`src/rtl/sei_pkg.sv`:
```
// ----------------------------------------------------------------------------
// sei_pkg
// Shared widths, sine coefficients and helpers for the ease interpolator.
// ----------------------------------------------------------------------------
package sei_pkg;

    localparam int SEI_TIME_BITS  = 16;
    localparam int SEI_VALUE_BITS = 16;
    localparam int SEI_PHASE_BITS = 16;

    // Q1.30 quarter-wave argument and Q1.30 coefficients
    localparam int Q30_FRAC = 30;
    localparam int Q30_BITS = 31;
    localparam int MUL_BITS = 2 * Q30_BITS;
    localparam int ACC_BITS = 34;

    localparam logic [Q30_BITS-1:0] SIN_C1 = 31'd1686629713;
    localparam logic [Q30_BITS-1:0] SIN_C3 = 31'd693598668;
    localparam logic [Q30_BITS-1:0] SIN_C5 = 31'd85569306;
    localparam logic [Q30_BITS-1:0] SIN_C7 = 31'd5026995;
    localparam logic [Q30_BITS-1:0] SIN_C9 = 31'd172272;

    // Q1.15 sine output
    localparam int                  SINE_BITS   = 16;
    localparam int                  SINE_SHIFT  = 15;
    localparam logic [ACC_BITS-1:0] SINE_ROUND  = 34'd16384;
    localparam logic [SINE_BITS-1:0] SINE_ONE   = 16'd32768;
    localparam int                  SINE_STAGES = 9;

    // Q1.16 ease factor and blend rounding
    localparam int                 EASE_BITS  = 17;
    localparam logic [EASE_BITS-1:0] EASE_HALF = 17'd32768;
    localparam int                 BLEND_FRAC = 16;
    localparam int                 BLEND_ROUND = 32768;

    // Queue between front and back
    localparam int QUEUE_DEPTH    = 4;
    localparam int QUEUE_PTR_BITS = 2;
    localparam int QUEUE_CNT_BITS = 3;

    typedef struct packed {
        logic en;
        logic valid;
    } t_pipe_ctl;

    // Q1.30 by Q1.30 (or Q1.30 coefficient) product, truncated to Q1.30
    function automatic logic [Q30_BITS-1:0] mul_q30(input logic [Q30_BITS-1:0] a,
                                                    input logic [Q30_BITS-1:0] b);
        logic [MUL_BITS-1:0] p;
        p = {{Q30_BITS{1'b0}}, a} * {{Q30_BITS{1'b0}}, b};
        return p[Q30_FRAC+Q30_BITS-1:Q30_FRAC];
    endfunction

endpackage

```
`src/rtl/sei_in_if.sv`:
```
// ----------------------------------------------------------------------------
// sei_in_if
// Input channel: timing and endpoint values of one move sample.
// ----------------------------------------------------------------------------
interface sei_in_if
    import sei_pkg::*;
#(
    parameter int TIME_BITS  = SEI_TIME_BITS,
    parameter int VALUE_BITS = SEI_VALUE_BITS
);
    logic                         valid;
    logic                         ready;
    logic        [TIME_BITS-1:0]  elapsed_time;
    logic        [TIME_BITS-1:0]  total_time;
    logic signed [VALUE_BITS-1:0] start_value;
    logic signed [VALUE_BITS-1:0] end_value;

    modport source (
        output valid, elapsed_time, total_time, start_value, end_value,
        input  ready
    );

    modport sink (
        input  valid, elapsed_time, total_time, start_value, end_value,
        output ready
    );
endinterface

```
`src/rtl/sei_front.sv`:
```
// ----------------------------------------------------------------------------
// sei_front
// Accept transactions, saturate elapsed time, flag zero duration, and queue
// the classified item for the back end.
// ----------------------------------------------------------------------------
module sei_front
    import sei_pkg::*;
#(
    parameter int TIME_BITS  = SEI_TIME_BITS,
    parameter int VALUE_BITS = SEI_VALUE_BITS,
    localparam int ITEM_BITS = 2 * TIME_BITS + 2 * VALUE_BITS + 1
) (
    input  logic                 i_clk,
    input  logic                 i_rst_n,
    sei_in_if.sink               i_in,
    output logic                 o_q_valid,
    output logic [ITEM_BITS-1:0] o_q_data,
    input  logic                 i_pop
);

    logic [ITEM_BITS-1:0]      r_mem [QUEUE_DEPTH];
    logic [QUEUE_PTR_BITS-1:0] r_wr_ptr;
    logic [QUEUE_PTR_BITS-1:0] r_rd_ptr;
    logic [QUEUE_CNT_BITS-1:0] r_count;
    logic [QUEUE_PTR_BITS-1:0] n_wr_ptr;
    logic [QUEUE_PTR_BITS-1:0] n_rd_ptr;
    logic [QUEUE_CNT_BITS-1:0] n_count;
    logic                      push;
    logic                      zero;
    logic [TIME_BITS-1:0]      sat_elapsed;

    assign i_in.ready  = (r_count != QUEUE_CNT_BITS'(QUEUE_DEPTH));
    assign push        = i_in.valid && i_in.ready;
    assign zero        = (i_in.total_time == '0);
    assign sat_elapsed = (i_in.elapsed_time > i_in.total_time) ? i_in.total_time
                                                               : i_in.elapsed_time;

    assign o_q_valid = (r_count != '0);
    assign o_q_data  = r_mem[r_rd_ptr];

    always_comb begin
        n_wr_ptr = push  ? r_wr_ptr + QUEUE_PTR_BITS'(1) : r_wr_ptr;
        n_rd_ptr = i_pop ? r_rd_ptr + QUEUE_PTR_BITS'(1) : r_rd_ptr;
        case ({push, i_pop})
            2'b10:   n_count = r_count + QUEUE_CNT_BITS'(1);
            2'b01:   n_count = r_count - QUEUE_CNT_BITS'(1);
            default: n_count = r_count;
        endcase
    end

    always_ff @(posedge i_clk) begin
        if (push) begin
            r_mem[r_wr_ptr] <= {zero, i_in.end_value, i_in.start_value,
                                i_in.total_time, sat_elapsed};
        end
    end

    always_ff @(posedge i_clk) begin
        if (!i_rst_n) begin
            r_wr_ptr <= '0;
            r_rd_ptr <= '0;
            r_count  <= '0;
        end else begin
            r_wr_ptr <= n_wr_ptr;
            r_rd_ptr <= n_rd_ptr;
            r_count  <= n_count;
        end
    end

    a_count_bound: assert property (@(posedge i_clk) disable iff (!i_rst_n)
        r_count <= QUEUE_CNT_BITS'(QUEUE_DEPTH))
        else $error("queue count above depth");

    a_pop_nonempty: assert property (@(posedge i_clk) disable iff (!i_rst_n)
        i_pop |-> r_count != '0)
        else $error("pop from empty queue");

    a_push_count: assert property (@(posedge i_clk) disable iff (!i_rst_n)
        push && !i_pop |=> r_count == QUEUE_CNT_BITS'($past(r_count) + 1'b1))
        else $error("queue count did not advance on push");

endmodule

```
`src/flat_wrapper.sv`:
```
// flat-port wrapper written by rule: the top's interface ports become plain ports
module sei_front_flat import sei_pkg::*;
#(
    parameter int TIME_BITS  = SEI_TIME_BITS,
    parameter int VALUE_BITS = SEI_VALUE_BITS,
    localparam int ITEM_BITS = 2 * TIME_BITS + 2 * VALUE_BITS + 1
)
  (i_clk, i_rst_n, o_q_valid, o_q_data, i_pop, i_in_valid, i_in_elapsed_time, i_in_total_time, i_in_start_value, i_in_end_value, i_in_ready);
  sei_in_if #(.TIME_BITS(TIME_BITS), .VALUE_BITS(VALUE_BITS)) i_in_i ();
  input  logic i_clk;
  input  logic i_rst_n;
  output logic o_q_valid;
  output logic [ITEM_BITS-1:0] o_q_data;
  input  logic i_pop;
  input wire logic [$bits(i_in_i.valid)-1:0] i_in_valid;
  input wire logic [$bits(i_in_i.elapsed_time)-1:0] i_in_elapsed_time;
  input wire logic [$bits(i_in_i.total_time)-1:0] i_in_total_time;
  input wire logic [$bits(i_in_i.start_value)-1:0] i_in_start_value;
  input wire logic [$bits(i_in_i.end_value)-1:0] i_in_end_value;
  output wire logic [$bits(i_in_i.ready)-1:0] i_in_ready;
  assign i_in_i.valid = i_in_valid;
  assign i_in_i.elapsed_time = i_in_elapsed_time;
  assign i_in_i.total_time = i_in_total_time;
  assign i_in_i.start_value = i_in_start_value;
  assign i_in_i.end_value = i_in_end_value;
  assign i_in_ready = i_in_i.ready;
  sei_front #(.TIME_BITS(TIME_BITS), .VALUE_BITS(VALUE_BITS)) u_core (.i_clk(i_clk), .i_rst_n(i_rst_n), .i_in(i_in_i), .o_q_valid(o_q_valid), .o_q_data(o_q_data), .i_pop(i_pop));
endmodule
```
`config.mk`:
```
export PLATFORM = sky130hd
export DESIGN_NAME = sei_front_flat
export DESIGN_NICKNAME = d
export VERILOG_FILES = /design/src/rtl/sei_pkg.sv /design/src/rtl/sei_in_if.sv /design/src/rtl/sei_front.sv /design/src/flat_wrapper.sv
export SDC_FILE = /design/constraint.sdc
export NUM_CORES = 1
export LEC_CHECK = 0
export ABC_AREA = 0
export BUFFER_PORTS_ARGS = -buffer_cell sky130_fd_sc_hd__buf_2
export CAP_MARGIN = 0
export CORE_UTILIZATION = 35
export CTS_CLUSTER_DIAMETER = 200
export DETAILED_ROUTE_END_ITERATION = 8
export PLACE_DENSITY = 0.54
export SLEW_MARGIN = 5
export SYNTH_ARGS = -nofsm -noshare
export SYNTH_HDL_FRONTEND = slang
export SYNTH_SLANG_ARGS = --single-unit
export TNS_END_PERCENT = 5
```
`constraint.sdc`:
```
create_clock -name i_clk -period 4.45 [get_ports i_clk]
set_input_delay 1.335 -clock i_clk [delete_from_list [all_inputs] [get_ports i_clk]]
set_output_delay 1.335 -clock i_clk [all_outputs]
set_load 0.005 [all_outputs]
```
Word-level counts from Yosys, hierarchy flattened

Memories as Yosys holds them, arrays and structs flattened. A register that Yosys moved wholly into a read port is not among the register bits.
Cells that the tools add are included.

Register bits after elaboration: 7
RAM bits: 260
Bits of input ports: 68
Output and inout bits: 67
Memories: 1

Memory list:

| name         | words | bits a word | rd ports | clocked after Yosys merged registers in | wr ports | line            | RTL |
|---|---|---|---|---|---|---|---|
| u_core.r_mem | 4     | 65          | 1        | 1                                       | 1        | sei_front.sv:21 | `logic [ITEM_BITS-1:0] r_mem [QUEUE_DEPTH];` |

$add $sub $neg: 4
Magnitude comparators: 1
Equal/unequal tests: 3
Muxes and demuxes: 6
Reduce and logical (&&, ||, !) cells: 4

Operator list:

| kind                                              | number |
|---|---|
| greater-than comparator 16 bit                    | 1 |
| zero test 16 bit                                  | 1 |
| two-way mux 16 bit                                | 1 |
| case mux 3 bit (2 select lines)                   | 1 |
| adder 2 x 1 -> 2 bit (second input constant)      | 2 |
| two-way mux 2 bit                                 | 2 |
| adder 3 x 1 -> 3 bit (second input constant)      | 1 |
| != test 3 bit (second input constant)             | 1 |
| nonzero test 3 bit                                | 1 |
| subtractor 3 x 1 -> 3 bit (second input constant) | 1 |
| == test 2 x 1 -> 1 bit (second input constant)    | 1 |
| == test 2 bit (second input constant)             | 1 |
| two-way mux 1 bit                                 | 2 |
| nonzero test 2 bit                                | 1 |
| logical AND 1 bit                                 | 1 |

Logic depth before layout (Yosys ltp)

Word-level depth: 4
Gate-level depth with buffers: 10

Worst setup path after synthesis

Ideal clock, no wire load.

Path type: input -> register
Start point: in i_in_valid
End point: mem u_core.r_mem[0][0] (netlist bit), enable pin
Arrival time: 2912 ps
Required time: 4020 ps
Setup slack: 1108 ps
Cell stages on the path: 1
Buffers on the path: 0
Path through: and3_1

Word-level cells in the longest chain between the ends: 3

RTL lines:

| item                                    | line               | RTL |
|---|---|---|
| from (decl)                             | flat_wrapper.sv:15 | `input wire logic [$bits(i_in_i.valid)-1:0] i_in_valid;` |
| logical AND 1 bit                       | sei_front.sv:33    | `assign push = i_in.valid && i_in.ready;` |
| two-way mux 1 bit                       | sei_front.sv:52    | `if (push) begin` |
| two-way mux 1 bit (implied by the code) | sei_front.sv:53    | `r_mem[r_wr_ptr] <= {zero, i_in.end_value, i_in.start_value,` |
| to (decl)                               | sei_front.sv:21    |  |

Every way passes these cells.

==> results.sh <==
export IMPL_status="complete, no violations"
export IMPL_post_cts_repair_setup_buffers=0
export IMPL_multi_input_area_um2=2360
export IMPL_ctsHoldBuffers=0
export IMPL_crit_type="reg2out"
export IMPL_slew_viol_final=0
export IMPL_grt_pass1_vias=5619
export IMPL_nets=711
export IMPL_setup_viol=0
export IMPL_wl_per_cell_um=20.1
export IMPL_grtUsageTotal_pct=13.8
export IMPL_arrival_ns=2.30
export IMPL_worstPathMaxFanout=20
export IMPL_ys_seq_elements=269
export IMPL_first_pass_iters=4
export IMPL_fmax_mhz=275
export IMPL_grt_max_degree=66
export IMPL_cts_inserted_buffers=30
export IMPL_finalSetupTns_ns=0
export IMPL_crit_path_cell_trace="buf_4 -> mux4_2 -> buf_2"
export IMPL_grt_antenna_before_repair=0
export IMPL_finalCritPeriodShare_pct=81.7
export IMPL_drt_met1_wl_mm=8.72
export IMPL_finalWirelength_mm=20.6
export IMPL_cts_sinks=269
export IMPL_peakVddDrop_mv=0.303
export IMPL_vias_per_cell=4.89
export IMPL_drt_iter0_drc=234
export IMPL_cts_resized=0
export IMPL_hold_ws_ns=0.522
export IMPL_worstMarginPinSlew_ns=1.14
export IMPL_instances_no_fill=1028
export IMPL_num_fill_cells=2611
export IMPL_detail_route_antenna_nets=0
export IMPL_end_kind="output port"
export IMPL_slowest_stage="dfxtp_4"
export IMPL_gp_congestion=0.777
export IMPL_syn2layout_area_growth_pct=19.8
export IMPL_top_layer="met4"
export IMPL_die_w_um=175
export IMPL_synth_edff_count=260
export IMPL_synth_compound_area_share_pct=1.20
export IMPL_path_delay_family="flip-flops"
export IMPL_initial_core_util_pct=35.5
export IMPL_period_minus_slack_ns=3.64
export IMPL_hp_class="reg2reg"
export IMPL_dieArea_um2=30700
export IMPL_grt_first_pass_wirelength_mm=32.1
export IMPL_seqCellArea_um2=8000
export IMPL_worstSkewPairLatency_ns=0.54
export IMPL_synth_simple_gate_area_share_pct=1.94
export IMPL_portBuffers=134
export IMPL_seq_area_frac_synth_pct=76.1
export IMPL_cp_num_buf_inv=2
export IMPL_leakagePower_nw=4.31
export IMPL_clk_pin_slew_worst_paths_ns=0.06
export IMPL_clk_path_buf_depth=3
export IMPL_worstPathRequired_ns=3.12
export IMPL_synth_xor_xnor_area_share_pct=0.417
export IMPL_synth_fa_ha_area_share_pct=2.70
export IMPL_power_per_cell_area_nw_per_um2=482
export IMPL_route_detailed_drc=0
export IMPL_relSlewSlack_pct=23.9
export IMPL_finalHoldViolCount=0
export IMPL_num_vias=5024
export IMPL_startpoint_type="register"
export IMPL_io_pins=135
export IMPL_clock_skew_ns=0.0175
export IMPL_ys_warnings_count=0
export IMPL_avgSynthCellArea_um2=22.6
export IMPL_htree_levels=1
export IMPL_maxCapViolCount=0
export IMPL_async_reset_ff_share_pct=0
export IMPL_cts_root_buffer="clkbuf_16"
export IMPL_synth_top_family_by_area="multiplexers"
export IMPL_die_h_um=175
export IMPL_drive_gt1_share_pct=42.2
export IMPL_rsz0062_at_grt="false"
export IMPL_placed_cell_area_um2=11600
export IMPL_wl_met3_mm=1.22
export IMPL_synth_mux_area_share_pct=16.0
export IMPL_netlist_area_um2=10500
export IMPL_synth_ff_type="edfxtp_1"
export IMPL_post_route_cell_area_um2=12600
export IMPL_cts_tree="yes"
export IMPL_critical_path_max_stage_delay_ns=0.62
export IMPL_overflow=0
export IMPL_syn_nets=555
export IMPL_hpwlAfterDp_mm=12.4
export IMPL_postSynthCellCount=465
export IMPL_rows=63
export IMPL_coreArea_um2=29600
export IMPL_met2_wirelength_mm=10.2
export IMPL_diodes=0
export IMPL_synth_distinct_cells=33
export IMPL_place_inst=979
## metal layers
| layer | GRT usage, % | up-vias |
|---|---|---|
| li1 | - | 2251 |
| met1 | 17.2 | 2594 |
| met2 | 23.7 | 139 |
| met3 | 3.33 | 40 |
| met4 | 3.91 | 0 |
| met5 | 0 | - |
## logic make-up (layout without fill, tap and decap cells)
logic type,Yosys count,count (layout)
AOI/OAI and AO/OA,18,18
buffers and inverters,37,210
and+or+nand+nor,33,33
DFF,269,269
xor gates and xnor gates,5,5
muxes,81,81
adders and majority gates,22,22
## metrics by stage
step	power, mW	setup slack [ns]	util, %
after floorplan	3.51	1.11	-
after global placement	3.82	0.714	39.4
after detailed placement	3.85	0.624	39.4
after CTS	6.15	0.694	42.5
after global routing	6.30	0.619	42.5
final	6.05	0.812	42.5
## final timing paths
check                     startpoint                 end  slack, ns  cells after the start
setup / recovery            register        o_q_data[16]       0.81                      3
hold / removal    u_core.r_wr_ptr[1]  u_core.r_wr_ptr[1]       0.52                      2
setup reg to reg   u_core.r_count[0]   u_core.r_count[2]       2.03                     10
hold reg to reg   u_core.r_wr_ptr[1]  u_core.r_wr_ptr[1]       0.52                      2
## cells in the mapped netlist, drive strengths merged, types with 6 or more instances
| cell type | number | share of area [%] |
|---|---|---|
| a21oi | 7 | 0.33 |
| and2 | 7 | 0.42 |
| buf | 10 | 0.60 |
| inv | 22 | 0.79 |
| edfxtp | 260 | 74 |
| ha | 21 | 2.5 |
| mux2 | 16 | 2.1 |
| nand2 | 6 | 0.21 |
| mux4 | 65 | 14 |
| dfxtp | 9 | 1.7 |
## layout by cell type (no fill, tap or decap), types with 2 or more instances in the layout
cell type  count
edfxtp_1     260
buf_2        134
mux4_2        65
clkbuf_16     31
inv_1         22
ha_1          21
mux2_4        10
and2_1         7
a21oi_1        7
dfxtp_1        7
nand2_1        6
mux2_2         6
nor4_1         5
clkbuf_1       5
clkinv_1       5
nand4_1        4
o21ai_0        4
and3_4         4
buf_4          4
xnor2_1        3
or3_1          2
xor2_1         2
a21boi_0       2
dfxtp_4        2
bufinv_16      2
clkinv_2       2
inv_6          2
## state kept, by name, indices dropped and copies added, names as in the netlist, named ones only
name	flops
u_core.r_mem	260
u_core.r_count	3
u_core.r_wr_ptr	2
u_core.r_rd_ptr	2
## area by class of cell
class	count	share of cell area, %
flip-flops and latches	269	63.6
multi-input cells	159	18.8
clock buffers	36	6.32
repair buffers	139	5.74
well taps	390	3.88
clock inverters	13	0.976
inverters	22	0.657
## worst reg2reg max path, delay by kind of cell (launching register included)
kind                       cells  cell delay [ns]
AOI/OAI and AO/OA              1             0.21
xor gates and xnor gates       1             0.19
adders and majority gates      2             0.58
buffers and inverters          3             0.26
DFF                            1             0.33
and+or+nand+nor                3             0.75
## where the power goes
group,leakage [nW],internal (mW),total (mW),switching [mW]
combinational,1.40,0.332,0.699,0.367
clock,0.445,1.37,2.29,0.914
sequential,2.46,3.00,3.07,0.0682
total,4.31,4.70,6.05,1.35
No activity file was read; power rests on OpenSTA's default activity.
